<file path="config.mk">
export PLATFORM = sky130hd
export DESIGN_NAME = time_of_day_with_button_adjust
export DESIGN_NICKNAME = d
export VERILOG_FILES = /design/src/hw/rtl/tod_pkg.sv /design/src/hw/rtl/time_of_day_with_button_adjust.sv /design/src/hw/rtl/tod_cfg_regs.sv /design/src/hw/rtl/tod_adjust.sv
export SDC_FILE = /design/constraint.sdc
export NUM_CORES = 1
export LEC_CHECK = 0
export BUFFER_PORTS_ARGS = -buffer_cell sky130_fd_sc_hd__buf_2
export CAP_MARGIN = 20
export CORE_AREA = 10 10 143 145
export DETAILED_ROUTE_END_ITERATION = 8
export DIE_AREA = 0 0 153 155
export GPL_ROUTABILITY_DRIVEN = 0
export SYNTH_ARGS = -nofsm -noshare
export SYNTH_HDL_FRONTEND = slang
export SYNTH_HIERARCHICAL = 1
export SYNTH_SLANG_ARGS = --single-unit
</file>
<file path="constraint.sdc">
create_clock -name aclk -period 19.4 [get_ports aclk]
set_clock_uncertainty 0.1 [all_clocks]
set_input_delay 2.91 -clock aclk [delete_from_list [all_inputs] [get_ports aclk]]
set_output_delay 2.91 -clock aclk [all_outputs]
set_load 0.02 [all_outputs]
</file>
<file path="src/hw/rtl/tod_pkg.sv">
// Shared types and constants for the time-of-day counter with button adjust.
// Used by tod_cfg_regs, tod_adjust and time_of_day_with_button_adjust.
`default_nettype none

package tod_pkg;

    // Configuration register indexes
    localparam logic [7:0] REG_REPEAT_THRESHOLD = 8'd0;
    localparam logic [7:0] REG_FAST_STEP        = 8'd1;
    localparam logic [7:0] REG_BRIGHT_LEVEL_A   = 8'd2;
    localparam logic [7:0] REG_BRIGHT_LEVEL_B   = 8'd3;
    localparam logic [7:0] REG_BRIGHT_LEVEL_C   = 8'd4;
    localparam logic [7:0] REG_BRIGHT_LEVEL_D   = 8'd5;

    // Configuration reset values
    localparam logic [7:0] RST_REPEAT_THRESHOLD = 8'd250;
    localparam logic [5:0] RST_FAST_STEP        = 6'd20;
    localparam logic [3:0] RST_LEVEL_A          = 4'd0;
    localparam logic [3:0] RST_LEVEL_B          = 4'd2;
    localparam logic [3:0] RST_LEVEL_C          = 4'd6;
    localparam logic [3:0] RST_LEVEL_D          = 4'd15;

    // Time limits
    localparam logic [5:0] SEC_LAST   = 6'd59;
    localparam logic [5:0] MIN_LAST   = 6'd59;
    localparam logic [4:0] HOUR_LAST  = 5'd23;
    localparam logic [7:0] HOLD_MAX   = 8'hFF;

    // State reset values
    localparam logic [5:0] RST_SEC    = 6'd5;
    localparam logic [5:0] RST_MIN    = 6'd40;
    localparam logic [4:0] RST_HOUR   = 5'd7;
    localparam logic [7:0] RST_DAY    = 8'd0;
    localparam logic [7:0] RST_HOLD   = 8'd0;
    localparam logic [1:0] RST_BIDX   = 2'd3;
    localparam logic [7:0] RST_SHOWN  = 8'd200;

    typedef struct packed {
        logic [7:0]      repeat_threshold;
        logic [5:0]      fast_step;
        logic [3:0][3:0] level;
    } tod_cfg_t;

    typedef struct packed {
        logic tick;
        logic fwd;
        logic back;
        logic bright;
    } tod_keys_t;

    typedef struct packed {
        logic [5:0] sec;
        logic [5:0] min;
        logic [4:0] hour;
        logic [7:0] day;
        logic [7:0] hold;
        logic [1:0] bidx;
        logic [7:0] shown;
    } tod_state_t;

    typedef struct packed {
        logic [3:0] level;
        logic       changed;
        logic       redraw;
    } tod_flags_t;

endpackage

`default_nettype wire

</file>
<file path="src/hw/rtl/time_of_day_with_button_adjust.sv">
// Time-of-day counter with button adjust: input register, next-state logic,
// result register. Depends on tod_pkg, tod_cfg_regs and tod_adjust.
// A request goes into the input register, its result into the result register.
// Throughput: one request per cycle while m_axis_tready holds; the time state
// updates as a request moves from the input register to the result register.
// Reset: synchronous, active low; empties both stages, loads reset time and registers.
`default_nettype none

module time_of_day_with_button_adjust (
    input  wire logic        aclk,
    input  wire logic        aresetn,
    input  wire logic        s_axis_tvalid,
    output logic             s_axis_tready,
    // [0] second_tick, [1] key_forward, [2] key_backward, [3] key_bright
    input  wire logic [7:0]  s_axis_tdata,
    output logic             m_axis_tvalid,
    input  wire logic        m_axis_tready,
    // [5:0] seconds_now, [11:6] minutes_now, [16:12] hours_now,
    // [24:17] day_now, [28:25] bright_level, [29] bright_changed, [30] redraw
    output logic [31:0]      m_axis_tdata,
    input  wire logic        cfg_valid,
    output logic             cfg_ready,
    input  wire logic [7:0]  cfg_index,
    input  wire logic [7:0]  cfg_data
);

    tod_pkg::tod_cfg_t   cfg;
    tod_pkg::tod_keys_t  in_keys_reg;
    logic                in_valid_reg;
    logic                out_valid_reg;
    logic [31:0]         out_data_reg;
    logic [31:0]         out_data_next;
    tod_pkg::tod_state_t state_reg;
    tod_pkg::tod_state_t state_next;
    tod_pkg::tod_flags_t flags;
    logic                advance;

    tod_cfg_regs u_cfg (
        .aclk      (aclk),
        .aresetn   (aresetn),
        .cfg_valid (cfg_valid),
        .cfg_ready (cfg_ready),
        .cfg_index (cfg_index),
        .cfg_data  (cfg_data),
        .cfg       (cfg)
    );

    tod_adjust u_adjust (
        .cur   (state_reg),
        .cfg   (cfg),
        .keys  (in_keys_reg),
        .nxt   (state_next),
        .flags (flags)
    );

    assign advance       = in_valid_reg && (!out_valid_reg || m_axis_tready);
    assign s_axis_tready = !in_valid_reg || advance;
    assign m_axis_tvalid = out_valid_reg;
    assign m_axis_tdata  = out_data_reg;

    assign out_data_next = {1'b0, flags.redraw, flags.changed, flags.level,
                            state_next.day, state_next.hour, state_next.min,
                            state_next.sec};

    always_ff @(posedge aclk) begin
        if (!aresetn) begin
            in_valid_reg  <= 1'b0;
            out_valid_reg <= 1'b0;
            state_reg.sec   <= tod_pkg::RST_SEC;
            state_reg.min   <= tod_pkg::RST_MIN;
            state_reg.hour  <= tod_pkg::RST_HOUR;
            state_reg.day   <= tod_pkg::RST_DAY;
            state_reg.hold  <= tod_pkg::RST_HOLD;
            state_reg.bidx  <= tod_pkg::RST_BIDX;
            state_reg.shown <= tod_pkg::RST_SHOWN;
        end else begin
            if (s_axis_tready) begin
                in_valid_reg <= s_axis_tvalid;
            end
            if (advance) begin
                out_valid_reg <= 1'b1;
                state_reg     <= state_next;
            end else if (m_axis_tready) begin
                out_valid_reg <= 1'b0;
            end
        end
    end

    always_ff @(posedge aclk) begin
        if (s_axis_tready && s_axis_tvalid) begin
            in_keys_reg.tick   <= s_axis_tdata[0];
            in_keys_reg.fwd    <= s_axis_tdata[1];
            in_keys_reg.back   <= s_axis_tdata[2];
            in_keys_reg.bright <= s_axis_tdata[3];
        end
        if (advance) begin
            out_data_reg <= out_data_next;
        end
    end

endmodule

`default_nettype wire

</file>
<file path="src/hw/rtl/tod_cfg_regs.sv">
// Configuration register file: repeat threshold, fast step, brightness table.
// Depends on tod_pkg.
`default_nettype none

module tod_cfg_regs (
    input  wire logic             aclk,
    input  wire logic             aresetn,
    input  wire logic             cfg_valid,
    output logic                  cfg_ready,
    input  wire logic [7:0]       cfg_index,
    input  wire logic [7:0]       cfg_data,
    output tod_pkg::tod_cfg_t     cfg
);

    tod_pkg::tod_cfg_t cfg_reg;
    tod_pkg::tod_cfg_t cfg_next;

    assign cfg_ready = 1'b1;
    assign cfg       = cfg_reg;

    always_comb begin
        cfg_next = cfg_reg;
        if (cfg_valid) begin
            unique case (cfg_index)
                tod_pkg::REG_REPEAT_THRESHOLD: cfg_next.repeat_threshold = cfg_data;
                tod_pkg::REG_FAST_STEP:        cfg_next.fast_step = cfg_data[5:0];
                tod_pkg::REG_BRIGHT_LEVEL_A:   cfg_next.level[0] = cfg_data[3:0];
                tod_pkg::REG_BRIGHT_LEVEL_B:   cfg_next.level[1] = cfg_data[3:0];
                tod_pkg::REG_BRIGHT_LEVEL_C:   cfg_next.level[2] = cfg_data[3:0];
                tod_pkg::REG_BRIGHT_LEVEL_D:   cfg_next.level[3] = cfg_data[3:0];
                default:                       cfg_next = cfg_reg;
            endcase
        end
    end

    always_ff @(posedge aclk) begin
        if (!aresetn) begin
            cfg_reg.repeat_threshold <= tod_pkg::RST_REPEAT_THRESHOLD;
            cfg_reg.fast_step        <= tod_pkg::RST_FAST_STEP;
            cfg_reg.level[0]         <= tod_pkg::RST_LEVEL_A;
            cfg_reg.level[1]         <= tod_pkg::RST_LEVEL_B;
            cfg_reg.level[2]         <= tod_pkg::RST_LEVEL_C;
            cfg_reg.level[3]         <= tod_pkg::RST_LEVEL_D;
        end else begin
            cfg_reg <= cfg_next;
        end
    end

endmodule

`default_nettype wire

</file>
<file path="src/hw/rtl/tod_adjust.sv">
// Next-state logic: tick and button steps with carry/borrow, hold count,
// brightness index and redraw. Depends on tod_pkg.
`default_nettype none

module tod_adjust (
    input  wire tod_pkg::tod_state_t cur,
    input  wire tod_pkg::tod_cfg_t   cfg,
    input  wire tod_pkg::tod_keys_t  keys,
    output tod_pkg::tod_state_t      nxt,
    output tod_pkg::tod_flags_t      flags
);

    logic              fast;
    logic [6:0]        step;
    logic [6:0]        fwd_amt;
    logic [6:0]        bwd_amt;
    logic signed [7:0] delta;
    logic              go_back;
    logic [7:0]        neg_delta;
    logic [6:0]        mag;

    logic [6:0] s_sum;
    logic [5:0] sec_f;
    logic [1:0] mc;
    logic [6:0] m_sum;
    logic [5:0] min_f;
    logic       hc;
    logic [4:0] hour_f;
    logic [7:0] day_f;

    logic [7:0] sec_w;
    logic [5:0] sec_b;
    logic [1:0] mb;
    logic [6:0] min_w;
    logic [5:0] min_b;
    logic       hb;
    logic [4:0] hour_b;
    logic [7:0] day_b;

    // Net seconds of tick plus button step; time counts are always in range,
    // so tick and step combine into one signed move.
    always_comb begin
        fast      = cur.hold > cfg.repeat_threshold;
        step      = fast ? {1'b0, cfg.fast_step} : 7'd1;
        fwd_amt   = keys.fwd ? step : 7'd0;
        bwd_amt   = (!keys.fwd && keys.back) ? step : 7'd0;
        delta     = $signed({7'd0, keys.tick}) + $signed({1'b0, fwd_amt})
                    - $signed({1'b0, bwd_amt});
        go_back   = delta[7];
        neg_delta = 8'd0 - delta;
        mag       = go_back ? neg_delta[6:0] : delta[6:0];
    end

    // Forward with carry
    always_comb begin
        s_sum = {1'b0, cur.sec} + mag;
        if (s_sum >= 7'd120) begin
            sec_f = 6'(s_sum - 7'd120);
            mc    = 2'd2;
        end else if (s_sum >= 7'd60) begin
            sec_f = 6'(s_sum - 7'd60);
            mc    = 2'd1;
        end else begin
            sec_f = s_sum[5:0];
            mc    = 2'd0;
        end
        m_sum = {1'b0, cur.min} + {5'd0, mc};
        if (m_sum > {1'b0, tod_pkg::MIN_LAST}) begin
            min_f = 6'(m_sum - 7'd60);
            hc    = 1'b1;
        end else begin
            min_f = m_sum[5:0];
            hc    = 1'b0;
        end
        hour_f = cur.hour;
        day_f  = cur.day;
        if (hc) begin
            if (cur.hour == tod_pkg::HOUR_LAST) begin
                hour_f = 5'd0;
                day_f  = cur.day + 8'd1;
            end else begin
                hour_f = cur.hour + 5'd1;
            end
        end
    end

    // Backward with borrow
    always_comb begin
        sec_w = {2'd0, cur.sec};
        if ({1'b0, mag} <= sec_w) begin
            sec_b = 6'(sec_w - {1'b0, mag});
            mb    = 2'd0;
        end else if ({1'b0, mag} <= sec_w + 8'd60) begin
            sec_b = 6'(sec_w + 8'd60 - {1'b0, mag});
            mb    = 2'd1;
        end else begin
            sec_b = 6'(sec_w + 8'd120 - {1'b0, mag});
            mb    = 2'd2;
        end
        min_w = {1'b0, cur.min};
        if (min_w >= {5'd0, mb}) begin
            min_b = 6'(min_w - {5'd0, mb});
            hb    = 1'b0;
        end else begin
            min_b = 6'(min_w + 7'd60 - {5'd0, mb});
            hb    = 1'b1;
        end
        hour_b = cur.hour;
        day_b  = cur.day;
        if (hb) begin
            if (cur.hour == 5'd0) begin
                hour_b = tod_pkg::HOUR_LAST;
                day_b  = cur.day - 8'd1;
            end else begin
                hour_b = cur.hour - 5'd1;
            end
        end
    end

    always_comb begin
        nxt           = cur;
        flags.changed = 1'b0;
        if (go_back) begin
            nxt.sec  = sec_b;
            nxt.min  = min_b;
            nxt.hour = hour_b;
            nxt.day  = day_b;
        end else begin
            nxt.sec  = sec_f;
            nxt.min  = min_f;
            nxt.hour = hour_f;
            nxt.day  = day_f;
        end
        priority if (keys.fwd || keys.back) begin
            if (!fast && cur.hold != tod_pkg::HOLD_MAX) begin
                nxt.hold = cur.hold + 8'd1;
            end
        end else if (keys.bright) begin
            if (cur.hold == 8'd0) begin
                nxt.hold      = 8'd1;
                nxt.bidx      = cur.bidx + 2'd1;
                flags.changed = 1'b1;
            end
        end else begin
            nxt.hold = 8'd0;
        end
        flags.redraw = {2'd0, nxt.sec} != cur.shown;
        nxt.shown    = {2'd0, nxt.sec};
        flags.level  = cfg.level[nxt.bidx];
    end

endmodule

`default_nettype wire

</file>
=== Word level (Yosys, flattened, before mapping) ===
Index checks and enable logic that the tools add are counted.

* Add/sub/neg operators: 22
* Magnitude comparators: 8
* Equality and inequality tests: 10
* Muxes and demuxes: 35
* Bitwise gates (word level): 1
* Reductions and logical operators: 23

{| class="wikitable"
|+ Operators with widths
! operator !! number
|-
| $mux W8 || 7
|-
| $mux W6 || 7
|-
| $mux W25 || 1
|-
| $mux W7 || 3
|-
| $mux W5 || 4
|-
| $sub A6 B6 Y6 || 3
|-
| $sub A6 B6 Y6 const B || 3
|-
| $add A8 B1 Y8 const B || 2
|-
| $eq A8 B2 Y1 const B || 2
|-
| $eq A8 B3 Y1 const B || 2
|-
| $logic_not A8 Y1 || 2
|-
| $add A6 B6 Y6 const B || 2
|-
| $reduce_and A2 Y1 || 6
|-
| $sub A6 B2 Y6 || 2
|-
| $mux W10 || 1
|-
| $mux W2 || 5
|-
| $add A1 B7 Y8 || 1
|-
| $bmux W4 S2 || 1
|-
| $eq A8 B1 Y1 const B || 1
|-
| $gt A8 B8 Y1 || 1
|-
| $ne A6 B8 Y1 || 1
|-
| $ne A8 B8 Y1 const B || 1
|-
| $sub A8 B1 Y8 const B || 1
|-
| $sub A8 B8 Y8 || 1
|-
| other kinds (27) || 39
|}

* Bits in registers: 110
* Output and inout bits: 35

=== Depth between registers and ports, before layout ===
* Depth after elaboration: 17
* Depth in mapped cells: 49
* Depth with buffers taken out: 44

=== Modules after synthesis ===
The synthesis kept the hierarchy.

{| class="wikitable"
|+ By module, submodules not included
! module !! times used !! cells each !! area each (um^2)
|-
| tod_adjust || 1 || 566 || 4,106.4
|-
| time_of_day_with_button_adjust || 1 || 235 || 2,904.0
|-
| tod_cfg_regs || 1 || 124 || 1,249.9
|}

=== Worst setup path after synthesis ===
OpenSTA, ideal clock, no wires.

* Path kind: reg-to-reg
* Start point: register state_reg[11] in the netlist's numbering
* End point: register state_reg[25] in the netlist's numbering
* Library setup time: 0.072 ns
* Arrival: 8.967 ns
* Data required time: 19.228 ns
* Slack: 10.262 ns
* Cell stages (with the launch flop): 47
* Buffers on the path: 5
* Path through: dfxtp_1 -> ha_1 -> nor2b_1 -> o21a_1 -> o21a_1 -> o21ai_0 -> a21oi_1 -> o31ai_1 -> nor2_1 -> and2_1 -> ha_1 -> ha_1 -> a21oi_1 -> nand4b_1 -> nand2_1 -> a21bo_2 -> clkbuf_1 -> buf_2 -> [11 not listed] -> nor2_1 -> or4b_1 -> nand2_1 -> ha_1 -> a21o_1 -> nand2_1 -> xor2_1 -> inv_1 -> ha_1 -> nor4b_1 -> a21oi_1 -> and4_1 -> clkbuf_1 -> a41oi_1 -> a21oi_1 -> xor2_1 -> nand2_1 -> mux2i_1

{| class="wikitable"
|+ RTL lines
! item !! line !! text
|-
| start, declared || time_of_day_with_button_adjust.sv:33 || <nowiki>tod_pkg::tod_state_t state_reg;</nowiki>
|-
| start signal, assigned || time_of_day_with_button_adjust.sv:82 || <nowiki>state_reg <= state_next;</nowiki>
|}

==> impl_metrics.py <==
metrics = {
    "clock_network": {
        "post_cts_resize_count": 0,
        "worstSkewPairLatency_ps": 360,
        "deepest_clock_path_buffer_count": 2,
        "clock-sinks": 110,
        "ctsRootBufferMaster": "sky130_fd_sc_hd__clkbuf_16",
        "cts_buffers": 9,
        "clk_transition_reported_paths_ps": 80,
        "postCtsSetupRepairBufs": 0,
        "cts_max_level": 3,
        "tritoncts": "done",
        "postCtsHoldBufs": 0,
    },
    "sta": {
        "setup_viol": 0,
        "rsz_0062_raised_after_global_routing": "false",
        "timing.max_slew.rel_slack_pct": 27.2,
        "max_clock_freq_mhz": 94.2,
        "fin_crit_sh_pct": 54.7,
        "post-route-min-period_ps": 10620,
        "timing.final.ws_setup_ps": 8780,
        "total_neg_setup_slack_ps": 0,
        "finalMaxSlewViolations": 0,
        "hold_viol_final": 0,
        "worst-slew-pin-transition_ps": 1090,
    },
    "floorplanning": {
        "dieWidth_um": 153,
        "fp.dieH_um": 155,
        "die-area_mm2": 0.0237,
        "placement_rows": 49,
        "start_util_pct": 46.8,
        "boundaryPins": 64,
        "placeableCoreArea_mm2": 0.0177,
    },
    "synth": {
        "synth_compound_gate_area_share_pct": 14.1,
        "post_synth_fa_ha_maj_area_fraction_pct": 13.8,
        "synth_cell_types": 88,
        "syn_avg_cell_area_um2": 8.93,
        "synth-async-reset-ratio_pct": 0,
        "postSynth.topFlopCell": "sky130_fd_sc_hd__dfxtp_1",
        "syn-cell-area_mm2": 0.00826,
        "ys_seq_elements": 110,
        "synth-warning-count": 6,
        "synth_enable_flop_cells": 35,
        "synth.yosys.seq_area_share_pct": 30.9,
        "muxShareOfSynthArea_pct": 9.19,
        "syn_inst": 925,
        "xor_xnor_share_of_the_synthesized_area_pct": 4.95,
        "combinational_family_with_the_most_area_after_synthesis": "simple AND/OR/NAND/NOR gates",
        "synth-simple-area-share_pct": 19.4,
    },
    "worst_setup_path": {
        "setup.reg_to_reg.worst_slack_ps": 8780,
        "critical_path.reg2reg.endpoint": "state_reg[25]",
        "slowest_stage": "sky130_fd_sc_hd__a21bo_2",
        "worst-endpoint-required_ps": 19590,
        "worst_path_most_repeated_cell": "sky130_fd_sc_hd__ha_1",
        "worstPathMaxFanout": 40,
        "worst_r2r_path_depth": 41,
        "beginning_of_the_worst_register_to_register_path": "state_reg[11]",
        "path_class": "reg -> reg",
        "kind_of_capture_point_of_the_worst_setup_path": "flip-flop",
        "largest_stage_delay_on_the_critical_path_ps": 700,
        "worstPathArrival_ps": 10800,
        "worst_setup_path_start_kind": "flip-flop",
    },
    "drt": {
        "vias": 6460,
        "detailedRoute.firstPassIterationCount": 5,
        "detail-route-antenna-nets": 0,
        "drt-total-wl_mm": 18.3,
        "route.detailed.wl_per_inst_um": 15.4,
        "drt_iter0_drc": 347,
        "drcViolationCount": 0,
        "drt-vias-per-instance": 5.46,
    },
    "grt": {
        "grt_max_degree": 117,
        "tot_gr_track_use_pct": 15.3,
        "grt_busiest_layer": "met2",
        "grt.met3_usage_pct": 3.39,
        "antenna_violations_before_repair": 0,
        "first_global_vias": 6099,
        "overflow": 0,
        "grt_pass1_wl_mm": 30.6,
        "global_route.usage.met2_pct": 24.9,
        "grt.met1_usage_pct": 20.1,
    },
    "power_and_ir_drop": {
        "power_frac_clock_pct": 28.5,
        "power-per-cell-area_mw_per_mm2": 73.5,
        "pwr-share-comb_pct": 32.1,
        "internal-power_uw": 422,
        "total_leakage_power_uw": 0.00378,
        "p_sw_uw": 229,
        "worst_ir_drop_vdd_v": 0.0000431,
        "sw_frac_of_total_pct": 35.2,
        "pwr-share-seq_pct": 39.4,
    },
    "flow_run": {
        "maxCapViolCount": 0,
    },
    "cells_and_area": {
        "post-route-util_pct": 50.1,
        "most_common_cell_after_layout_fill_and_taps_aside": "sky130_fd_sc_hd__nand2_1",
        "final_cell_count_no_fill": 1184,
        "net_count_final": 1062,
        "largest_register_ff_count": 43,
        "share_of_cells_above_drive_strength_1_pct": 11.0,
        "final_design_area_no_fill_mm2": 0.00885,
        "antenna_cells_inserted": 0,
        "fillerInstances": 1703,
        "layout_common_cells": "130 x sky130_fd_sc_hd__nand2_1, 81 x sky130_fd_sc_hd__inv_1, 75 x sky130_fd_sc_hd__dfxtp_1, 70 x sky130_fd_sc_hd__ha_1, 64 x sky130_fd_sc_hd__mux2i_1",
        "area_growth_syn_to_layout_pct": 7.10,
    },
    "min_path": {
        "worstHoldEndpoint": "u_cfg/cfg[7]",
        "hold_path_startpoint": "u_cfg/cfg[7]",
        "worstHoldPathCells": 2,
        "timing.hold.worst.class": "reg -> reg",
    },
    "placement": {
        "port-buffer-count": 57,
        "hpwlAfterDp_mm": 13.4,
        "postPlaceCellArea_mm2": 0.00856,
        "post-place-cells": 1168,
        "pre_cts_slack_ps": 8880,
    },
    "status": {
        "outcome": "finished clean",
    },
}
## cell families (layout without fill, tap and decap cells)
group | Yosys count | count (layout)
xor+xnor | 45 | 45
fa+ha+maj | 83 | 83
mux | 70 | 70
flops | 110 | 110
buf+inv | 132 | 161
simple gates | 312 | 312
other cells | 3 | 4
compound gates | 170 | 170
## through the flow
step	hold slack [ps]	total power [uW]
6_report	361	650
5_1_grt	385	691
4_1_cts	360	655
3_5_place_dp	347	468
3_3_place_gp	345	467
2_1_floorplan	332	430
## routing by layer
metal | routed length (um) | share of wire [%] | up-vias
li1 | - | - | 3294
met1 | 8730 | 48 | 3013
met2 | 8470 | 46 | 138
met3 | 823 | 4.5 | 15
met4 | 238 | 1.3 | 0
met5 | 0 | 0 | -
## power groups by stage
stage                     Clock [uW]  Sequential (uW)  Combinational [uW]
final                            185              256                 209
after global routing             199              258                 234
after CTS                        190              256                 208
after detailed placement           0              262                 207
after global placement             0              262                 205
after floorplan                    0              265                 165
## critical path, delay by kind of cell, from the launching register on
family          cells  cell delay (ps)
mux                 1              180
buf+inv             2              310
flops               1              440
compound gates     13             3360
simple gates       14             2850
xor+xnor            4             1180
fa+ha+maj           7             2080
## Yosys cell counts (all sizes together), types with 17 or more instances
master | number | area (um2)
nor3 | 19 | 106
nor2b | 25 | 164
buf | 25 | 215
nor2 | 35 | 148
nand4 | 17 | 106
nand2 | 130 | 488
xnor2 | 35 | 322
o21ai | 43 | 223
edfxtp | 35 | 1050
a21oi | 31 | 155
clkbuf | 21 | 83.8
mux2i | 65 | 654
ha | 70 | 876
nand3 | 18 | 90.1
inv | 86 | 323
dfxtp | 75 | 1500
## final cells by class
class                           count  area, um2  area share (%)
Timing Repair Buffer               59        303            3.42
Inverter                           86        323            3.65
Sequential cell                   110       2550            28.9
Clock inverter                      7       63.8           0.721
Clock buffer                        9        225            2.55
Tap cell                          229        287            3.24
Multi-Input combinational cell    684       5090            57.6
## worst max-delay path by stage
stage	start	to	slack, ps	cells past startpoint
floorplan	state_reg[11]	state_reg[25]	10260	46
global placement	state_reg[11]	state_reg[25]	8880	41
detailed placement	u_cfg/cfg[23]	state_reg[25]	8880	42
CTS	state_reg[11]	state_reg[25]	8800	41
global route	state_reg[11]	state_reg[25]	7820	41
finish	state_reg[11]	state_reg[25]	8780	41
No activity file was read; power rests on OpenSTA's default activity.
